### src/rtl/agds_pkg.sv
// Package for the averaged gain-scheduled DAC stepper.
// Holds widths, command codes, gain constants and the item/result structs.
// No dependencies.
package agds_pkg;

  localparam int WINDOW_LOG2 = 4;
  localparam int WINDOW      = 1 << WINDOW_LOG2;
  localparam int DAC_BITS    = 16;

  localparam int SAMPLE_W  = 16;
  localparam int DAC_OUT_W = 16;
  localparam int CFG_W     = 16;
  localparam int SLOT_W    = WINDOW_LOG2;
  localparam int FILL_W    = $clog2(WINDOW + 1);
  localparam int SUM_W     = SAMPLE_W + WINDOW_LOG2;

  localparam int GAIN_W = 6;
  localparam int STEP_W = SAMPLE_W + GAIN_W + 1;
  localparam int ACC_W  = ((DAC_BITS + 1 > STEP_W) ? DAC_BITS + 1 : STEP_W) + 1;

  localparam logic CMD_PUSH   = 1'b0;
  localparam logic CMD_UPDATE = 1'b1;

  localparam logic [SAMPLE_W:0] MAG_FINE_LIMIT = (SAMPLE_W + 1)'(2);
  localparam logic [SAMPLE_W:0] MAG_MID_LIMIT  = (SAMPLE_W + 1)'(6);
  localparam logic [GAIN_W-1:0] GAIN_FINE      = GAIN_W'(2);
  localparam logic [GAIN_W-1:0] GAIN_MID       = GAIN_W'(30);
  localparam logic [GAIN_W-1:0] GAIN_COARSE    = GAIN_W'(50);

  typedef struct packed {
    logic                       command;
    logic signed [SAMPLE_W-1:0] error_sample;
  } agds_item_t;

  typedef struct packed {
    logic [DAC_OUT_W-1:0] dac;
    logic                 ready;
  } agds_result_t;

endpackage

### src/rtl/agds_core.sv
// Regulator state: sample window, running sum, mean, gain schedule, DAC.
// State updates on each accepted item or config write; the result is combinational from state and item.
// Depends on agds_pkg.
module agds_core
  import agds_pkg::*;
(
  input  logic         clk,
  input  logic         rst,
  input  logic         cfg_we,
  input  logic [CFG_W-1:0] cfg_data,
  input  logic         accept,
  input  agds_item_t   item,
  output agds_result_t result
);

  localparam logic signed [ACC_W-1:0] DAC_MAX_EXT = ACC_W'((64'd1 << DAC_BITS) - 64'd1);

  logic signed [SAMPLE_W-1:0] window [WINDOW];
  logic signed [SUM_W-1:0]    window_sum, sum_next, sum_adj, mean_full;
  logic [FILL_W-1:0]          fill_count, fill_next;
  logic [SLOT_W-1:0]          write_slot;
  logic signed [SAMPLE_W-1:0] averaged_error, avg_next, oldest;
  logic                       ready_flag, ready_next, full;
  logic [DAC_BITS-1:0]        drive_level, drive_next, cfg_drive;
  logic [SAMPLE_W:0]          avg_ext, mag;
  logic [GAIN_W-1:0]          gain;
  logic signed [STEP_W-1:0]   step;
  logic signed [ACC_W-1:0]    acc;

  function automatic logic [DAC_BITS-1:0] clamp_dac(logic signed [ACC_W-1:0] v);
    if (v < 0) begin
      return '0;
    end else if (v > DAC_MAX_EXT) begin
      return DAC_MAX_EXT[DAC_BITS-1:0];
    end else begin
      return v[DAC_BITS-1:0];
    end
  endfunction

  always_comb begin
    full      = (fill_count == FILL_W'(WINDOW));
    oldest    = window[write_slot];
    sum_next  = window_sum + SUM_W'(item.error_sample) - (full ? SUM_W'(oldest) : '0);
    fill_next = full ? fill_count : fill_count + 1'b1;
    // truncate toward zero: bias negative sums before the arithmetic shift
    sum_adj   = sum_next + (sum_next[SUM_W-1] ? SUM_W'(WINDOW - 1) : '0);
    mean_full = sum_adj >>> WINDOW_LOG2;

    avg_ext = {averaged_error[SAMPLE_W-1], averaged_error};
    mag     = averaged_error[SAMPLE_W-1] ? (~avg_ext + 1'b1) : avg_ext;
    if (mag < MAG_FINE_LIMIT) begin
      gain = GAIN_FINE;
    end else if (mag <= MAG_MID_LIMIT) begin
      gain = GAIN_MID;
    end else begin
      gain = GAIN_COARSE;
    end
    step = averaged_error * $signed({1'b0, gain});
    acc  = ACC_W'($signed({1'b0, drive_level})) + ACC_W'(step);

    cfg_drive = clamp_dac(ACC_W'($signed({1'b0, cfg_data})));

    avg_next   = averaged_error;
    ready_next = ready_flag;
    drive_next = drive_level;
    unique case (item.command)
      CMD_PUSH: begin
        if (fill_next == FILL_W'(WINDOW)) begin
          avg_next   = mean_full[SAMPLE_W-1:0];
          ready_next = 1'b1;
        end
      end
      CMD_UPDATE: begin
        if (ready_flag) begin
          drive_next = clamp_dac(acc);
        end
      end
      default: ;
    endcase

    result.dac   = DAC_OUT_W'(drive_next);
    result.ready = ready_next;
  end

  always_ff @(posedge clk) begin
    if (rst) begin
      window_sum     <= '0;
      fill_count     <= '0;
      write_slot     <= '0;
      averaged_error <= '0;
      ready_flag     <= 1'b0;
      drive_level    <= '0;
    end else if (cfg_we) begin
      drive_level <= cfg_drive;
    end else if (accept) begin
      averaged_error <= avg_next;
      ready_flag     <= ready_next;
      drive_level    <= drive_next;
      if (item.command == CMD_PUSH) begin
        window_sum <= sum_next;
        fill_count <= fill_next;
        write_slot <= write_slot + 1'b1;
      end
    end
  end

  // window entries carry no reset; an entry is read only once written
  always_ff @(posedge clk) begin
    if (accept && !cfg_we && item.command == CMD_PUSH) begin
      window[write_slot] <= item.error_sample;
    end
  end

  a_fill_bound: assert property (@(posedge clk) disable iff (rst)
    fill_count <= FILL_W'(WINDOW))
    else $error("fill count beyond window depth");

  a_ready_full: assert property (@(posedge clk) disable iff (rst)
    ready_flag |-> full)
    else $error("mean marked ready before window filled");

  a_ready_by_push: assert property (@(posedge clk) disable iff (rst)
    $rose(ready_flag) |-> $past(accept && item.command == CMD_PUSH))
    else $error("ready set by something other than a push");

endmodule

### src/rtl/agds_out_q.sv
// Two-entry result queue: output register plus skid entry.
// Lets the input side keep accepting while one result waits.
// Depends on agds_pkg.
module agds_out_q
  import agds_pkg::*;
(
  input  logic         clk,
  input  logic         rst,
  input  logic         push,
  input  agds_result_t push_data,
  output logic         full,
  output logic         head_valid,
  input  logic         pop_stall,
  output agds_result_t head
);

  logic [1:0]   count;
  logic         pop;
  agds_result_t slot1;

  assign head_valid = (count != 2'd0) && !rst;
  assign full       = (count == 2'd2);
  assign pop        = head_valid && !pop_stall;

  always_ff @(posedge clk) begin
    if (rst) begin
      count <= 2'd0;
    end else begin
      count <= count + {1'b0, push} - {1'b0, pop};
    end
  end

  always_ff @(posedge clk) begin
    if (push && pop) begin
      if (count == 2'd2) begin
        head  <= slot1;
        slot1 <= push_data;
      end else begin
        head <= push_data;
      end
    end else if (push) begin
      if (count == 2'd0) begin
        head <= push_data;
      end else begin
        slot1 <= push_data;
      end
    end else if (pop) begin
      head <= slot1;
    end
  end

  a_no_overflow: assert property (@(posedge clk) disable iff (rst)
    !(push && full))
    else $error("result pushed into full queue");

  a_skid_order: assert property (@(posedge clk) disable iff (rst)
    (count == 2'd2 && pop && !push) |=> (head == $past(slot1)))
    else $error("skid entry lost on pop");

endmodule

### src/rtl/averaged_gain_scheduled_dac_stepper.sv
// Averaged gain-scheduled DAC stepper: the result of each input transaction is
// registered in the two-entry result queue before it reaches the output; throughput
// 1 item per cycle, set by the single state-update pass in agds_core feeding the queue.
// Input stalls when both queue entries hold undelivered results, and while a
// config write is offered. Synchronous active-high reset clears all control
// state and sets the DAC to 0; window entries are not cleared.
module averaged_gain_scheduled_dac_stepper
  import agds_pkg::*;
(
  input  logic                       clk,
  input  logic                       rst,
  input  logic                       in_valid,
  output logic                       in_stall,
  input  logic                       command,
  input  logic signed [SAMPLE_W-1:0] error_sample,
  output logic                       out_valid,
  input  logic                       out_stall,
  output logic [DAC_OUT_W-1:0]       dac_value,
  output logic                       mean_ready,
  input  logic                       cfg_valid,
  output logic                       cfg_ready,
  input  logic [CFG_W-1:0]           cfg_data
);

  logic         accept, q_full, cfg_we;
  agds_item_t   item;
  agds_result_t result, head;

  // a config write takes the cycle; the input transaction waits for it
  assign in_stall  = q_full || rst || cfg_valid;
  assign accept    = in_valid && !in_stall;
  assign cfg_ready = !rst;
  assign cfg_we    = cfg_valid && cfg_ready;

  assign item.command      = command;
  assign item.error_sample = error_sample;

  agds_core u_core (
    .clk      (clk),
    .rst      (rst),
    .cfg_we   (cfg_we),
    .cfg_data (cfg_data),
    .accept   (accept),
    .item     (item),
    .result   (result)
  );

  agds_out_q u_out_q (
    .clk        (clk),
    .rst        (rst),
    .push       (accept && !cfg_we),
    .push_data  (result),
    .full       (q_full),
    .head_valid (out_valid),
    .pop_stall  (out_stall),
    .head       (head)
  );

  assign dac_value  = head.dac;
  assign mean_ready = head.ready;

endmodule

### config.mk
export PLATFORM = sky130hd
export DESIGN_NAME = averaged_gain_scheduled_dac_stepper
export DESIGN_NICKNAME = d
export VERILOG_FILES = /design/src/rtl/agds_pkg.sv /design/src/rtl/agds_core.sv /design/src/rtl/agds_out_q.sv /design/src/rtl/averaged_gain_scheduled_dac_stepper.sv
export SDC_FILE = /design/constraint.sdc
export NUM_CORES = 1
export LEC_CHECK = 0
export BUFFER_PORTS_ARGS = -buffer_cell sky130_fd_sc_hd__clkbuf_2
export CAP_MARGIN = 20
export CORE_ASPECT_RATIO = 0.6
export CORE_MARGIN = 2
export CORE_UTILIZATION = 30
export CTS_BUF_LIST = sky130_fd_sc_hd__clkbuf_4 sky130_fd_sc_hd__clkbuf_8 sky130_fd_sc_hd__clkbuf_16
export DETAILED_ROUTE_END_ITERATION = 10
export PLACE_DENSITY_LB_ADDON = 0.3
export SLEW_MARGIN = 20
export SYNTH_ARGS = -nofsm -noshare
export SYNTH_HDL_FRONTEND = slang
export SYNTH_SLANG_ARGS = --single-unit
### constraint.sdc
create_clock -name clk -period 7.4 [get_ports clk]
set_input_delay 1.11 -clock clk [delete_from_list [all_inputs] [get_ports clk]]
set_output_delay 1.11 -clock clk [all_outputs]
set_load 0.05 [all_outputs]
== Yosys cells after proc, flatten, opt, wreduce, memory -nomap -nowiden ==
Memories as Yosys holds them, arrays and structs flattened. A register that Yosys moved wholly into a read port is not among the register bits.
Cells that the tools add are included.

* $add $sub $neg: 9
* $mul: 1
* Magnitude comparators: 4
* Equal/unequal tests: 6
* Muxes and demuxes: 27
* Bitwise operators: 3
* Reductions and logical operators: 23

{| class="wikitable"
|+ Operator list
! cell !! count
|-
| 17-bit two-way mux || 10
|-
| 16-bit two-way mux || 6
|-
| 20-bit adder || 2
|-
| 17-bit by 23-bit adder with 24-bit output || 1
|-
| 24-bit by 17-bit greater-than comparator with 1-bit output, second input constant || 1
|-
| 24-bit by 1-bit less-than comparator with 1-bit output, second input constant || 1
|-
| 16-bit by 7-bit multiplier with 23-bit output || 1
|-
| 20-bit two-way mux || 1
|-
| 20-bit subtractor || 1
|-
| 17-bit by 1-bit adder with 17-bit output, second input constant || 1
|-
| 17-bit by 3-bit less-or-equal comparator with 1-bit output, second input constant || 1
|-
| 17-bit by 2-bit less-than comparator with 1-bit output, second input constant || 1
|-
| 17-bit NOT || 1
|-
| 4-bit two-way mux || 3
|-
| 6-bit two-way mux || 2
|-
| 5-bit == test, second input constant || 2
|-
| 1-bit logical AND || 7
|-
| 3-bit AND reduction || 2
|-
| 2-bit nonzero test || 3
|-
| 5-bit by 1-bit adder with 5-bit output, second input constant || 1
|-
| 5-bit two-way mux || 1
|-
| 4-bit by 1-bit adder with 4-bit output, second input constant || 1
|-
| 1-bit zero test || 4
|-
| 1-bit two-way mux || 4
|-
| 12 further kinds || 15
|}

* Bits in registers: 98
* RAM bits: 256
* Input port bits: 38
* Output and inout bits: 20
* Logic and storage cells: 85
* Memories kept: 1

{| class="wikitable"
|+ Memory list
! memory !! words !! bits a word !! read ports !! clocked after Yosys merged registers in !! wr ports !! RTL line !! RTL
|-
| u_core.window || 16 || 16 || 1 || 1 || 1 || agds_core.sv:18 || <nowiki>logic signed [SAMPLE_W-1:0] window [WINDOW];</nowiki>
|}

== Logic depth before layout (Yosys ltp) ==
* Word-level depth: 16
* Mapped depth: 32
* Gate-level depth less buffers: 29

== Cells and area by module ==
Synthesis repeated with hierarchy kept, for this count alone.

* Cells, all modules: 1599
* Area total of the unflattened synthesis: 20071.8 um^2

{| class="wikitable"
|+ By module, submodules not included
! module !! times used !! cells an instance !! area an instance (um^2) !! seq. area each (um^2)
|-
| agds_core || 1 || 1524 || 18614.1 || 9008.6
|-
| agds_out_q || 1 || 70 || 1421.4 || 1061.0
|-
| averaged_gain_scheduled_dac_stepper || 1 || 5 || 36.3 || 0.0
|}

== Least setup slack after synthesis ==
Ideal clock, no wire load.

* Path kind: register to register
* From: register u_core.averaged_error[2]
* To: register u_out_q.head[10] (netlist name)
* Library setup time: 0.265 ns
* Data arrival time: 7.339 ns
* Required time: 7.135 ns
* Path slack: -0.203 ns
* Cell stages (with the launch flop): 29
* Buffers on the path: 4
* Clock period less this slack: 7.603 ns
* Cell sequence: dfxtp_1 clkbuf_1 nor3_1 nand4_1 o31a_1 o32ai_1 nand4_1 a21o_1 clkbuf_1 or3_1 fa_1 inv_1 fa_1 fa_1 inv_1 fa_1 inv_1 ha_1 a211o_1 a211oi_1 a21boi_2 o31ai_2 a311oi_2 xnor2_1 or4_1 buf_4 buf_8 nor4_4 o31ai_1

* Word-level cells in the longest chain between the ends: 16
* Elaborated cells on any way between the ends: 19
* Classes of those cells: 2 x add/sub; 1 x mul; 4 x order compare; 11 x mux; 1 x bitwise

{| class="wikitable"
|+ RTL lines
! what !! RTL line !! RTL
|-
| start, declared || agds_core.sv:22 || <nowiki>logic signed [SAMPLE_W-1:0] averaged_error, avg_next, oldest;</nowiki>
|-
| start signal, assigned || agds_core.sv:96 || <nowiki>averaged_error <= avg_next;</nowiki>
|-
| 17-bit NOT || agds_core.sv:50 || <nowiki>mag = averaged_error[SAMPLE_W-1] ? (~avg_ext + 1'b1) : avg_ext;</nowiki>
|-
| 17-bit by 1-bit adder with 17-bit output || agds_core.sv:50 ||
|-
| 17-bit two-way mux || agds_core.sv:50 ||
|-
| 17-bit by 3-bit less-or-equal comparator with 1-bit output || agds_core.sv:53 || <nowiki>end else if (mag <= MAG_MID_LIMIT) begin</nowiki>
|-
| 6-bit two-way mux || agds_core.sv:53 ||
|-
| 6-bit two-way mux || agds_core.sv:51 || <nowiki>if (mag < MAG_FINE_LIMIT) begin</nowiki>
|-
| 16-bit by 7-bit multiplier with 23-bit output (*) || agds_core.sv:58 || <nowiki>step = averaged_error * $signed({1'b0, gain});</nowiki>
|-
| 17-bit by 23-bit adder with 24-bit output (*) || agds_core.sv:59 || <nowiki>acc = ACC_W'($signed({1'b0, drive_level})) + ACC_W'(step);</nowiki>
|-
| 24-bit by 17-bit greater-than comparator with 1-bit output || agds_core.sv:33 || <nowiki>end else if (v > DAC_MAX_EXT) begin</nowiki>
|-
| 16-bit two-way mux || agds_core.sv:33 ||
|-
| 16-bit two-way mux (*) || agds_core.sv:31 || <nowiki>if (v < 0) begin</nowiki>
|-
| 16-bit two-way mux (*) || agds_core.sv:74 || <nowiki>if (ready_flag) begin</nowiki>
|-
| 16-bit two-way mux (*) || agds_core.sv:66 || <nowiki>unique case (item.command)</nowiki>
|-
| 17-bit two-way mux || agds_out_q.sv:42 || <nowiki>if (count == 2'd0) begin</nowiki>
|-
| 17-bit two-way mux || agds_out_q.sv:41 || <nowiki>end else if (push) begin</nowiki>
|-
| 17-bit two-way mux (*) || agds_out_q.sv:34 || <nowiki>if (push && pop) begin</nowiki>
|}

Every way passes the cells marked *; elsewhere a longest branch is shown, timed or not. The select of a mux whose other input is x is not followed.
A chain may end at the register's enable or synchronous reset.

== Worst setup path in the final report ==
* From: register u_core.averaged_error[1]
* To: register u_out_q.head[9] (netlist name)

* Word-level cells in the longest chain between the ends: 16
* Elaborated cells on any way between the ends: 19
* Classes of those cells: 2 x add/sub; 1 x mul; 4 x order compare; 11 x mux; 1 x bitwise

{| class="wikitable"
|+ RTL lines
! what !! RTL line
|-
| 17-bit NOT || agds_core.sv:50
|-
| 17-bit by 1-bit adder with 17-bit output || agds_core.sv:50
|-
| 17-bit two-way mux || agds_core.sv:50
|-
| 17-bit by 3-bit less-or-equal comparator with 1-bit output || agds_core.sv:53
|-
| 6-bit two-way mux || agds_core.sv:53
|-
| 6-bit two-way mux || agds_core.sv:51
|-
| 16-bit by 7-bit multiplier with 23-bit output (*) || agds_core.sv:58
|-
| 17-bit by 23-bit adder with 24-bit output (*) || agds_core.sv:59
|-
| 24-bit by 17-bit greater-than comparator with 1-bit output || agds_core.sv:33
|-
| 16-bit two-way mux || agds_core.sv:33
|-
| 16-bit two-way mux (*) || agds_core.sv:31
|-
| 16-bit two-way mux (*) || agds_core.sv:74
|-
| 16-bit two-way mux (*) || agds_core.sv:66
|-
| 17-bit two-way mux || agds_out_q.sv:42
|-
| 17-bit two-way mux || agds_out_q.sv:41
|-
| 17-bit two-way mux (*) || agds_out_q.sv:34
|}

Marks and branches as above.

==> run metrics <==
clk sink count 358; vias in the first global route 13609; WHS Endpoint u_core.window_sum[6]; final layout net count 2006; 1st-pass router iterations 6; DRC viols 0; clock-pin transition on the worst setup and hold timing paths 70 ps; reg-to-reg setup timing slack 9 ps; pin count of the biggest net entering global routing 61; Via density 4.95; CTS H-tree lvls 2; Final min period between 7000 and 8000 ps; status complete, no violations; Final Util 0.364; RePlAce Congestion 0.900; #FFs+latches synth 358; Worst Clk Skew about 30 ps; met1 WL ~27 mm; Crit path required time 7680 ps; setup_tns 0 ps; Area Growth Syn to Fin 19.8%; total CTS buffers 37; Hold Fails Final Rpt 0; CTS Buffer Depth 3; CTS root buf clkbuf_16; Syn. warnings 0; FF-to-FF Start u_core.averaged_error[1]; WL final roughly 52 mm; cells after synthesis approximately 1600; WL met3 3.57 mm; Final Cycle Share 0.999; Hold Path Stages 2; TritonCTS clock tree yes; VDD IR-drop max ~0.00013 V; number of antenna violations at the first check in global routing 0; clk_lat worst skew 560 ps; Detailed Route Iter0 Violations between 1000 and 1500; Die Area 69300 um2; Mapped Nets 1852; Slew headroom 0.270; syn avg cell area 12.3 um2; worst r2r path cells 27; fraction of layout cells with a size suffix above 1 0.234; num ports 58; critical path endpoint category flop; effective utilization at floorplan 0.304; Core Region 66300 um2; predominant post-synthesis flop cell edfxtp_1; Hold Crit Class reg -> reg; # port buffers 57; Power Dens Cells 196 nW/um2; Detail Route Antenna Nets 0; drt wl/cell roughly 19 um; DR vias approximately 13000; Rows 73; Max Cap Viol 0; most common cell after layout, fill and taps aside edfxtp_1; Synth Cell Area 20100 um2; met2 wire length between 20 and 25 mm; slew at the pin with the worst max-slew slack 1090 ps; RR Endpoint u_out_q.head[9]; Fmax 0.135 GHz; most frequent cells in the layout edfxtp_1 (290), inv_1 (198), nand2_1 (116); max layer used met4; Final setup viols 0; cts hold-fix bufs 0; HP Start u_core.window_sum[6]; GR Overflow Total 0; total track usage 0.152; Die H 205 um; Static Leak 9.22 nW; CP arrival about 7700 ps; register area share after synthesis 0.500; FFs w/ async S/R, synth 0; Post-synth EDFFs 290; RSZ-0062 raised after global routing yes; global-route wire length before repair 80.9 mm; detailed placement HPWL around 37 mm; Slew Limit Fails 0; critical path class reg -> reg; largest fanout on the critical path 8; # diodes 0; die width 339 um; Startpoint Class flop; Distinct cells, synth 72
-- worst max path at each step --
stage	startpoint	endpoint	slack, ps	cells past startpoint
floorplan	u_core.averaged_error[2]	u_out_q.head[10]	2	28
global placement	u_core.averaged_error[1]	u_out_q.head[9]	-270	26
detailed placement	u_core.averaged_error[1]	u_out_q.head[9]	-370	27
CTS	u_core.averaged_error[0]	u_out_q.head[9]	2	28
global route	u_core.averaged_error[1]	u_out_q.head[9]	-340	27
finish	u_core.averaged_error[1]	u_out_q.head[9]	9	27
-- synthesized netlist by cell type, types with 3 or more instances --
cell type | count | share of area
nor2b_1 | 24 | 0.0075
nor4_1 | 9 | 0.0028
xnor2_1 | 34 | 0.015
or3_1 | 15 | 0.0047
nand2b_1 | 11 | 0.0034
nand2_1 | 119 | 0.022
edfxtp_1 | 290 | 0.43
nor2_1 | 107 | 0.020
inv_1 | 204 | 0.038
a32oi_1 | 3 | 0.0013
a31oi_1 | 6 | 0.0019
a211oi_1 | 19 | 0.0071
and3_1 | 7 | 0.0022
a21oi_1 | 82 | 0.020
o21ai_1 | 7 | 0.0017
mux2i_1 | 6 | 0.0030
and2_1 | 22 | 0.0068
fa_1 | 79 | 0.079
nor3_1 | 36 | 0.0089
ha_1 | 101 | 0.063
nand3_1 | 13 | 0.0032
buf_1 | 10 | 0.0019
nand4_1 | 12 | 0.0037
o22ai_1 | 16 | 0.0050
dfxtp_1 | 68 | 0.068
o21bai_1 | 4 | 0.0015
mux4_2 | 79 | 0.088
xor2_1 | 19 | 0.0083
o211ai_1 | 4 | 0.0015
o21a_1 | 11 | 0.0041
o41ai_1 | 6 | 0.0026
a211o_1 | 6 | 0.0026
nand3b_1 | 8 | 0.0030
o32ai_4 | 5 | 0.0068
clkbuf_1 | 58 | 0.011
nand4b_1 | 4 | 0.0017
o21ai_0 | 54 | 0.013
a21o_1 | 22 | 0.0082
o31ai_1 | 8 | 0.0030
-- area by class of cell --
class	count	area (um2)
Sequential cell	358	10100
Tap cell	900	1130
Multi-Input combinational cell	1001	9490
Timing Repair Buffer	185	1390
Clock inverter	20	238
Clock buffer	47	1030
Fill cell	6520	42200
Inverter	205	769
-- cell families after synthesis --
kind of cell             synth area share
AND/OR/NAND/NOR                    0.0981
flip-flops                          0.500
AO/OA/AOI/OAI                      0.0935
buffers and inverters              0.0522
adder cells (fa/ha/maj)             0.141
multiplexers                       0.0919
XOR/XNOR                           0.0230
-- power by group --
part           switching [mW]  internal [mW]
clock network           0.798           1.17
logic                   0.348          0.201
registers              0.0213           2.20
-- through the flow --
step | cells | total power, mW | setup slack, ps | hold slack (ps) | area [um2]
3_5_place_dp | 2636 | 2.79 | -371 | 447 | 22300
3_3_place_gp | 2636 | 2.79 | -266 | 444 | 22300
6_report | 2716 | 4.73 | 9.35 | 454 | 24100
5_1_grt | 2716 | 4.91 | -344 | 472 | 24100
4_1_cts | 2708 | 4.77 | 2.36 | 456 | 23900
2_1_floorplan | 1634 | 2.62 | 2.13 | 436 | 20200
-- worst max-delay path, stage by stage (launching register included) --
cell and delay (ps):
dfxtp_2 340, buf_6 120, nor3_4 210, nand4_1 160, o31a_1 270, o32ai_2 200
nand4_1 200, buf_4 190, a21o_1 180, or3_4 390, fa_1 510, inv_2 50
fa_2 470, fa_1 500, inv_1 50, fa_1 490, inv_1 50, ha_2 180
a211o_1 340, a211oi_2 180, a21boi_4 270, o31ai_4 110, a311oi_2 290, xnor2_1 100
or4_4 580, buf_12 180, o41ai_4 400, o31ai_2 110
-- sequential cells by signal, summed over array words and instances (netlist names), named ones only --
signal / cells
u_out_q.count: 2
u_core.fill_count: 5
u_out_q.slot1: 17
u_core.drive_level: 16
u_core.window_sum: 20
u_core.averaged_error: 16
u_out_q.head: 17
u_core.write_slot: 4
u_core.ready_flag: 1
u_core.window: 256
-- layer usage --
metal / vias to the layer above / GRT usage
met3: 53 / 0.0319
met1: 6818 / 0.241
met5: - / 0
met4: 0 / 0.0294
li1: 6195 / -
met2: 391 / 0.210
-- what timing repair did --
| item | CTS | global route |
|---|---|---|
| pin swaps | 43 | 39 |
| resized for setup | 48 | 41 |
| buffers inserted | 3 | 8 |
| endpoints found under the setup margin | 48 | 48 |
| cloned | 2 | 1 |
(Power assumes the default switching activity.)
